## src/hdl/fils_ram.sv

```systemverilog
// Generic simple dual-port RAM with registered read.
module fils_ram #(
  parameter int WIDTH = 8,
  parameter int DEPTH = 16
) (
  input  logic                     clk,
  input  logic                     wr_en,
  input  logic [$clog2(DEPTH)-1:0] wr_addr,
  input  logic [WIDTH-1:0]         wr_data,
  input  logic                     rd_en,
  input  logic [$clog2(DEPTH)-1:0] rd_addr,
  output logic [WIDTH-1:0]         rd_data
);

  logic [WIDTH-1:0] mem [DEPTH];

  always_ff @(posedge clk) begin
    if (wr_en) begin
      mem[wr_addr] <= wr_data;
    end
    if (rd_en) begin
      rd_data <= mem[rd_addr];
    end
  end

endmodule

```

## config.mk

```make
export PLATFORM = sky130hd
export DESIGN_NAME = fils_ram
export DESIGN_NICKNAME = d
export VERILOG_FILES = /design/src/hdl/fils_ram.sv
export SDC_FILE = /design/constraint.sdc
export NUM_CORES = 1
export LEC_CHECK = 0
export BUFFER_PORTS_ARGS = -buffer_cell sky130_fd_sc_hd__buf_2
export CAP_MARGIN = 20
export CORE_MARGIN = 2
export CORE_UTILIZATION = 54
export CTS_CLUSTER_SIZE = 24
export DETAILED_ROUTE_END_ITERATION = 8
export PLACE_DENSITY = 0.72
export SYNTH_ARGS = -nofsm -noshare
export SYNTH_HDL_FRONTEND = slang
export SYNTH_SLANG_ARGS = --single-unit
```

## constraint.sdc

```tcl
create_clock -name clk -period 1.69 [get_ports clk]
set_input_delay 0.338 -clock clk [delete_from_list [all_inputs] [get_ports clk]]
set_output_delay 0.338 -clock clk [all_outputs]
set_load 0.005 [all_outputs]
```

==> out/metrics.yaml <==
ant_nets: 0
initial_utilization_pct: 56.0
grt_antenna_before_repair: 0
vias: 2433
ys_types: 18
clockBufferDepth: 2
synthAdderAreaFrac_pct: 0
period_share_pct: 88.9
synth_xor_area_share_pct: 0
layout_min_cycle_time_ps: 1500
netlist_instances: 229
r2r-end: "rd_data[5]"
area_growth_syn_to_layout_pct: 18.9
crit_buf_inv: 0
overflow: 0
fin_ws_ps: 188
cp_cell_sequence: "mux4_1 -> a22oi_1 -> nand2_1"
synth-seq-cells: 136
drcViolationCount: 0
crit_fanout: 1
grt_max_degree: 19
grt_pass1_wl_mm: 14.2
syn_nets: 248
end_kind: "flip-flop"
fmax_mhz: 666
path_clk_slew_ps: 60
dpl.hpwl_mm: 5.93
ys_warn_count: 0
cap_violations: 0
fp.dieArea_mm2: 0.0105
finClkSkew_ps: 6.40
cts_hold_buffers: 0
setup_viol: 0
pre_cts_ws_ps: -191
yosys.area_share.simple_pct: 3.14
synth_top_cell_area_share_pct: 78.1
routedWlPerCell_um: 21.3
critPathLaunchType: "flip-flop"
fp.coreArea_mm2: 0.00933
netlist_area_mm2: 0.00523
port_buffers: 26
cts_setup_buffers: 0
final_net_count: 305
tns_ps: 0
vdd_drop_max_v: 0.000635
placed_cell_area_mm2: 0.00564
critical_path_class: "reg -> reg"
cp.depth: 3
hold_viol: 0
cp.arrival_ps: 1750
critPathMaxStageDelay_ps: 520
worstSetupStartpoint: "mem[1][5]"
die_h_um: 102
drtPass1Iterations: 4
rows: 35
min-delay-path-class: "in -> reg"
synth_compound_area_share_pct: 2.30
maxSlewViolCount: 0
power.leakage_uw: 0.00212
drive_gt1_share_pct: 32.1
grt_pass1_vias: 2494
n_fill_cell: 603
reg2reg_slack_ps: 190
layout_commonest_cell: "edfxtp_1"
numCtsBuffers: 17
vias_per_cell: 5.68
synth_top_family_by_area: "multiplexers"
synth_mux_area_share_pct: 14.8
fin_cells: 428
required_ps: 1940
synth_area_leader_cell: "edfxtp_1"
wl_mm: 9.12
boundaryPins: 27
avgSynthCellArea_um2: 22.8
die_x_um: 102
reg2reg_from: "mem[1][5]"
cts_resized: 0
root_buffer: "clkbuf_8"
placedCellCount: 396
finalInstanceArea_mm2: 0.00622
r2r_cells: 3
htree_levels: 4
worst_slew_pin_slew_ps: 746
n_antenna_cell: 0
cts_sinks: 136
worstSkewPairLatency_ps: 500
gp_congestion: 0.791
power_density_mw_per_mm2: 1230
ys_top_cells_by_area: "edfxtp_1, mux4_2, mux4_1, a22oi_1, nor2_1"
critPathCapture: "rd_data[5]"
crit_family: "multiplexers"
status: "finished clean"
gr-usage-all-layers_pct: 19.9
grt_setup_unrepaired: "no"
seq_area_frac_synth_pct: 78.1
layout_common_cells: "edfxtp_1, buf_2, buf_4"
drtIter0Drc: 123
slew_headroom_pct: 50.2
cpMaxStageDelayCell: "mux4_1"
cts_tree: "yes"
==> worst min path at each step <==
stage          slack (ps)         end       start  cells after the start
3_5_place_dp          700  rd_data[2]       rd_en                      1
3_3_place_gp          710  rd_data[2]       rd_en                      1
5_1_grt               170  rd_data[2]       rd_en                      1
6_report              190  rd_data[2]       rd_en                      1
2_1_floorplan         440   mem[0][0]  wr_data[0]                      0
4_1_cts               170  rd_data[2]       rd_en                      1
==> flip-flops by register name (all words and copies together), names as in the netlist <==
name	count
rd_data	8
mem	128
==> layout make-up <==
class / instances / area [µm²] / share of cell area [%]
clock buffer: 18 / 418 / 6.72
sequential: 136 / 4080 / 65.7
tap: 129 / 161 / 2.60
multi-input combinational: 83 / 1060 / 17.1
clock inverter: 14 / 158 / 2.54
timing repair buffer: 48 / 333 / 5.35
==> routing by layer <==
layer | GRT usage [%] | vias up | wire (µm)
li1 | - | 1099 | -
met1 | 27.7 | 1241 | 3880
met2 | 31.1 | 87 | 4660
met3 | 5.27 | 6 | 501
met4 | 6.77 | 0 | 76
met5 | 0 | - | 0
==> cell usage after synthesis <==
master           number
a22oi_1              16
buf_2                 3
nand3b_1              2
mux4_2               18
nor2_1               13
clkdlybuf4s25_2       3
nand3_1               1
edfxtp_1            136
nor3_1                4
or3b_2                1
buf_4                 1
nand2b_1              2
buf_6                 3
nand2_1               9
mux4_1               14
and2_1                1
and2b_1               1
nor2b_1               1
==> power breakdown <==
| part | total (µW) | internal, µW | switching [µW] |
|---|---|---|---|
| Sequential | 3820 | 3800 | 19.5 |
| Clock | 3510 | 2220 | 1280 |
| Combinational | 346 | 156 | 190 |
==> logic make-up (layout without fill, tap and decap cells) <==
group,Yosys count,after routing
buffers and inverters,10,80
multiplexers,32,32
AND/OR/NAND/NOR,35,35
flip-flops,136,136
AO/OA/AOI/OAI,16,16
==> stage by stage <==
stage / power (µW) / hold slack [ps] / util (%)
floorplan: 4080 / 437 / -
global placement: 4230 / 708 / 60.5
detailed placement: 4240 / 703 / 60.5
CTS: 7730 / 172 / 66.6
global route: 7910 / 174 / 66.6
finish: 7670 / 188 / 66.6
Power figures use the tool's default switching activity.
