===== config.mk =====
export PLATFORM = sky130hd
export DESIGN_NAME = fils_pair_score
export DESIGN_NICKNAME = d
export VERILOG_FILES = /design/src/hdl/fils_pkg.sv /design/src/hdl/fils_pair_score.sv
export SDC_FILE = /design/constraint.sdc
export NUM_CORES = 2
export LEC_CHECK = 0
export ABC_AREA = 1
export BUFFER_PORTS_ARGS = -buffer_cell sky130_fd_sc_hd__buf_2
export CORE_ASPECT_RATIO = 1.75
export CORE_MARGIN = 3
export CORE_UTILIZATION = 30
export CTS_CLUSTER_DIAMETER = 50
export DETAILED_ROUTE_END_ITERATION = 8
export HOLD_SLACK_MARGIN = 0.12
export SYNTH_ARGS = -nofsm -noshare
export SYNTH_HDL_FRONTEND = slang
export SYNTH_SLANG_ARGS = --single-unit

===== constraint.sdc =====
create_clock -name clk -period 7.5 [get_ports clk]
set_input_delay 1.5 -clock clk [delete_from_list [all_inputs] [get_ports clk]]
set_output_delay 1.5 -clock clk [all_outputs]
set_load 0.02 [all_outputs]

===== src/hdl/fils_pkg.sv =====
// Shared types and constants for the face identity label stabilizer.
package fils_pkg;

  localparam int unsigned NEAR_DIST_SQ = 40 * 40;
  localparam int unsigned SCORE_W      = 16;
  localparam int unsigned CNT8_W       = 8;
  localparam logic [7:0]  COUNT_MAX    = 8'd255;
  localparam int unsigned DRAIN_LEN    = 5;

  localparam int unsigned CFG_DATA_W = 32;
  localparam int unsigned CFG_ADDR_W = 3;
  localparam logic        REG_MIN_HITS    = 1'b0;
  localparam logic        REG_HOLD_FRAMES = 1'b1;
  localparam logic [7:0]  MIN_HITS_RST    = 8'd2;
  localparam logic [7:0]  HOLD_FRAMES_RST = 8'd8;

  typedef enum logic [2:0] {
    ST_IDLE,
    ST_PREP,
    ST_SCAN,
    ST_DRAIN,
    ST_DECIDE,
    ST_UPDATE
  } fils_state_t;

endpackage


===== src/hdl/fils_pair_score.sv =====
// Three-stage pipeline that scores a face box against one stored slot box.
module fils_pair_score #(
  parameter int COORD_BITS = 12,
  parameter int TAG_W      = 8
) (
  input  logic                      clk,
  input  logic                      rst_n,
  input  logic                      in_vld,
  input  logic [TAG_W-1:0]          in_tag,
  input  logic [COORD_BITS-1:0]     bx,
  input  logic [COORD_BITS-1:0]     by,
  input  logic [COORD_BITS-1:0]     bw,
  input  logic [COORD_BITS-1:0]     bh,
  input  logic [2*COORD_BITS-1:0]   b_area,
  input  logic [COORD_BITS-1:0]     sx,
  input  logic [COORD_BITS-1:0]     sy,
  input  logic [COORD_BITS-1:0]     sw,
  input  logic [COORD_BITS-1:0]     sh,
  output logic                      out_vld,
  output logic [TAG_W-1:0]          out_tag,
  output logic [2*COORD_BITS+1:0]   num,
  output logic [2*COORD_BITS+1:0]   den
);
  import fils_pkg::*;

  localparam int C  = COORD_BITS;
  localparam int NW = 2 * COORD_BITS + 2;

  // stage 1: overlap extents and centre distances
  logic [C:0]   bx2, by2, sx2, sy2, ex2, ey2, ex1, ey1, cbx, cby, csx, csy;
  logic [C:0]   iw_nxt, ih_nxt, dx_nxt, dy_nxt;
  logic [C-1:0] mw_nxt, mh_nxt;
  logic [C:0]   iw_r, ih_r, dx_r, dy_r;
  logic [C-1:0] mw_r, mh_r, sw_r, sh_r;
  logic         v1_r, v2_r, v3_r;
  logic [TAG_W-1:0] t1_r, t2_r, t3_r;

  always_comb begin
    bx2 = {1'b0, bx} + {1'b0, bw};
    by2 = {1'b0, by} + {1'b0, bh};
    sx2 = {1'b0, sx} + {1'b0, sw};
    sy2 = {1'b0, sy} + {1'b0, sh};
    ex2 = (bx2 < sx2) ? bx2 : sx2;
    ey2 = (by2 < sy2) ? by2 : sy2;
    ex1 = (bx > sx) ? {1'b0, bx} : {1'b0, sx};
    ey1 = (by > sy) ? {1'b0, by} : {1'b0, sy};
    iw_nxt = (ex2 > ex1) ? ex2 - ex1 : '0;
    ih_nxt = (ey2 > ey1) ? ey2 - ey1 : '0;
    cbx = {1'b0, bx} + {2'b0, bw[C-1:1]};
    cby = {1'b0, by} + {2'b0, bh[C-1:1]};
    csx = {1'b0, sx} + {2'b0, sw[C-1:1]};
    csy = {1'b0, sy} + {2'b0, sh[C-1:1]};
    dx_nxt = (cbx > csx) ? cbx - csx : csx - cbx;
    dy_nxt = (cby > csy) ? cby - csy : csy - cby;
    mw_nxt = (bw > sw) ? bw : sw;
    mh_nxt = (bh > sh) ? bh : sh;
  end

  // stage 2: products
  logic [NW-1:0] inter_r, s_area_r, dd_r, mm_r;

  // stage 3: union, near test, fraction
  logic [NW-1:0] uni, lim, mm_q;
  logic          near;
  logic [NW-1:0] num_r, den_r;

  always_comb begin
    uni  = NW'(b_area) + s_area_r - inter_r;
    mm_q = mm_r >> 2;
    lim  = (mm_q > NW'(NEAR_DIST_SQ)) ? mm_q : NW'(NEAR_DIST_SQ);
    near = (dd_r <= lim) && ({2'b0, uni} > {inter_r, 2'b0});
  end

  always_ff @(posedge clk) begin
    if (!rst_n) begin
      v1_r <= 1'b0;
      v2_r <= 1'b0;
      v3_r <= 1'b0;
    end else begin
      v1_r <= in_vld;
      v2_r <= v1_r;
      v3_r <= v2_r;
    end
    t1_r     <= in_tag;
    iw_r     <= iw_nxt;
    ih_r     <= ih_nxt;
    dx_r     <= dx_nxt;
    dy_r     <= dy_nxt;
    mw_r     <= mw_nxt;
    mh_r     <= mh_nxt;
    sw_r     <= sw;
    sh_r     <= sh;
    t2_r     <= t1_r;
    inter_r  <= NW'(iw_r) * NW'(ih_r);
    s_area_r <= NW'(sw_r) * NW'(sh_r);
    dd_r     <= NW'(dx_r) * NW'(dx_r) + NW'(dy_r) * NW'(dy_r);
    mm_r     <= NW'(mw_r) * NW'(mw_r) + NW'(mh_r) * NW'(mh_r);
    t3_r     <= t2_r;
    num_r    <= near ? NW'(1) : inter_r;
    den_r    <= near ? NW'(4) : uni;
  end

  assign out_vld = v3_r;
  assign out_tag = t3_r;
  assign num     = num_r;
  assign den     = den_r;

endmodule


==> summary.txt <==
Run status: complete, no violations
Num CTS Buffers: 42
Synth cell types: 48
Number of non-filler instances in the completed layout: 8943
Achievable frequency: 0.1539 GHz
Skew final: 0.04553 ns
Predominant post-synthesis flop cell: sky130_fd_sc_hd__dfxtp_1
Startpoint kind of the worst setup timing path: register
Count of placed standard cells including taps: 8855
Placer congestion estimate: 0.9616
Pin count of the biggest net entering global routing: 50
Count of vias placed by the detailed router: 41340
Worst-path clk slew: 0.06 ns
Antenna viol nets, final: 0
Total core area: 164700 sq um
Clk_lat worst skew: 0.64 ns
Top Layer Used: met5
Top cell type by total area after synthesis: sky130_fd_sc_hd__fa_1
Drt pass-1 iters: 5
Initial antenna violation count: 13
Chip Height: 544.8 microns
Final nets: 8216
Kind of capture point of the worst setup path: register
Worst slew slack as a fraction of its limit: 22.78%
Transition at the pin with the smallest max-transition slack: 1.157 ns
Critical path data required time: 8.02 ns
Routed WL per cell: 16.77 microns
Library cell with the highest instance count after synthesis: sky130_fd_sc_hd__inv_1
Cells after Synth: 6614
Number of instances resized during post-cts repair: 0
Total length of routed met2 wires: 79780 microns
Area added between synthesis and finish: 9.365%
Number of remaining DRC errors: 0
Max H-tree Level: 2
Die ar.: 171000 sq um
Register area share after synthesis: 11.18%
Setup CP Type: reg -> reg
Number of warnings reported in the yosys synthesis log: 0
Cts hold-fix bufs: 0
Cell at the root of the clock tree: sky130_fd_sc_hd__clkbuf_16
Syn Std Cell Area: 49770 sq um
Critical path arrival: 7.02 ns
Vias in the first global route: 44700
Tot GR Track Use: 17.75%
Final Hold Vio Count: 0
Total I/O pin count: 192
Clock tree sinks: 278
Worst-case clock buffer depth: 3
Final period utilization: 86.64%
Unrepaired setup endpoints after global routing: no
Top cells by count, synth: sky130_fd_sc_hd__inv_1 (1718), sky130_fd_sc_hd__nand2_1 (1550), sky130_fd_sc_hd__fa_1 (702)
Vias per cell: 4.622
Number of flops mapped to enable cells by yosys: 0
Met1 wire length: 52850 microns
Post-synth top area share: 28.24%
Number of storage elements in the synthesis netlist: 278
Buffers inserted during post-CTS setup optimization: 0
Worst min-delay path category: reg -> reg
Layout cell share with drive strength beyond 1: 5.042%
Setup violation total in the final timing report: 0
Initial cell density of the core: 30.23%
WL met3: 6087 microns
Sum of negative setup slack: 0 ns
# rows: 197
Violation count after the first detailed-routing iteration: 2014
Number of pins exceeding their max-slew limit in the final report: 0
Max FO, Critical Path: 14
Final WL: 150000 microns
Horizontal die dimension: 313.9 microns
Worst Hold Slack: 0.3272 ns
First-pass GRT wire length: 237100 microns
Top post-synthesis cells by area: sky130_fd_sc_hd__fa_1 (28%), sky130_fd_sc_hd__ha_1 (17%), sky130_fd_sc_hd__inv_1 (13%), sky130_fd_sc_hd__nand2_1 (12%), sky130_fd_sc_hd__dfxtp_1 (11%)
Min Tclk post-route: 6.498 ns
CTS tree: yes
Overflow left after global routing: 0
Post-synth ARST share: 0%
Total nets after synthesis: 8120
Sum of net half-perimeters after detailed placement: 132500 microns
IO Port Bufs: 191
Synthesized area divided by synthesized cell count: 7.525 sq um
Maximum capacitance violations: 0
critical path, stage by stage, from the launching register on:
cell and delay [ns]:
sky130_fd_sc_hd__dfxtp_1 0.67, sky130_fd_sc_hd__nand2_1 0.19, sky130_fd_sc_hd__inv_1 0.11, sky130_fd_sc_hd__fa_1 0.43, sky130_fd_sc_hd__fa_1 0.55, sky130_fd_sc_hd__inv_1 0.06
sky130_fd_sc_hd__fa_1 0.53, sky130_fd_sc_hd__inv_1 0.05, sky130_fd_sc_hd__fa_1 0.48, sky130_fd_sc_hd__fa_1 0.51, sky130_fd_sc_hd__fa_1 0.50, sky130_fd_sc_hd__inv_1 0.05
sky130_fd_sc_hd__fa_1 0.53, sky130_fd_sc_hd__inv_1 0.06, sky130_fd_sc_hd__ha_1 0.38, sky130_fd_sc_hd__nand2_1 0.14, sky130_fd_sc_hd__nor2_1 0.24, sky130_fd_sc_hd__inv_1 0.11
sky130_fd_sc_hd__nor3_1 0.36, sky130_fd_sc_hd__nand3b_1 0.14, sky130_fd_sc_hd__nand3_1 0.13, sky130_fd_sc_hd__xor2_1 0.17
placed cells by master, fill, tap and decap left out, types with 19 or more instances in the layout:
cell / synthesis / routed
sky130_fd_sc_hd__inv_1: 1718 / 1718
sky130_fd_sc_hd__nand2_1: 1550 / 1550
sky130_fd_sc_hd__fa_1: 702 / 702
sky130_fd_sc_hd__ha_1: 673 / 673
sky130_fd_sc_hd__a21oi_1: 337 / 337
sky130_fd_sc_hd__nor2_1: 297 / 297
sky130_fd_sc_hd__dfxtp_1: 278 / 278
sky130_fd_sc_hd__nand3_1: 215 / 215
sky130_fd_sc_hd__buf_2: 24 / 191
sky130_fd_sc_hd__xor2_1: 158 / 158
sky130_fd_sc_hd__o21ai_0: 135 / 135
sky130_fd_sc_hd__xnor2_1: 65 / 65
sky130_fd_sc_hd__nand4_1: 59 / 59
sky130_fd_sc_hd__clkbuf_16: 0 / 42
sky130_fd_sc_hd__nor3_1: 36 / 36
sky130_fd_sc_hd__a21o_1: 33 / 33
sky130_fd_sc_hd__o21bai_1: 30 / 30
sky130_fd_sc_hd__nand3b_1: 23 / 23
sky130_fd_sc_hd__o21a_1: 19 / 19
layout make-up:
class,count,area [sq um]
antenna,10,25.02
tap,2189,2739
timing repair buffer,205,1061
fill,17760,110200
clock buffer,44,1059
clock inverter,34,451.7
sequential,278,5565
inverter,1723,6467
multi-input combinational,4460,37060
cell families (layout without fill, tap and decap cells):
group / Yosys count / in the layout / synth area share (%)
XOR/XNOR: 223 / 223 / 3.924
buffers and inverters: 1876 / 2006 / 14.35
AO/OA/AOI/OAI: 628 / 628 / 7.079
multiplexers: 1 / 1 / 0.02011
other: 0 / 10 / 0
adder cells (fa/ha/maj): 1375 / 1375 / 45.16
AND/OR/NAND/NOR: 2233 / 2233 / 18.29
flip-flops: 278 / 278 / 11.18
metrics by stage:
stage	setup slack [ns]	util (%)	area, sq um
final	1.002	33.06	54430
after CTS	0.9857	33.04	54410
after floorplan	1.812	-	49770
after detailed placement	1.099	32.13	52900
after global routing	0.7340	33.05	54410
after global placement	1.074	32.13	52900
path summary, 6_finish.rpt:
path                                          to  cells after the start  slack (ns)       startpoint
worst max-delay path            dd_r[22]$_DFF_P_                     21        1.00  dx_r[9]$_DFF_P_
worst min-delay path             t2_r[7]$_DFF_P_                      0        0.33  t1_r[7]$_DFF_P_
worst max register to register  dd_r[22]$_DFF_P_                     21        1.00  dx_r[9]$_DFF_P_
worst min register to register   t2_r[7]$_DFF_P_                      0        0.33  t1_r[7]$_DFF_P_
state kept, by name, indices dropped and copies added (netlist names), 12 cells and up:
name and cells:
dd_r 26, den 26, dx_r 13, dy_r 13
ih_r 13, inter_r 26, iw_r 13, mh_r 12
mm_r 23, mw_r 12, num 26, s_area_r 24
sh_r 12, sw_r 12
metal layers:
metal	track usage (%)	up-vias
li1	-	20020
met1	17.97	19860
met2	34.33	1038
met3	1.830	404
met4	11.28	10
met5	0	-
Power is left out: the tool's default activity adds up to more than one toggle a clock period on the data nets, which glitch-free logic cannot reach.
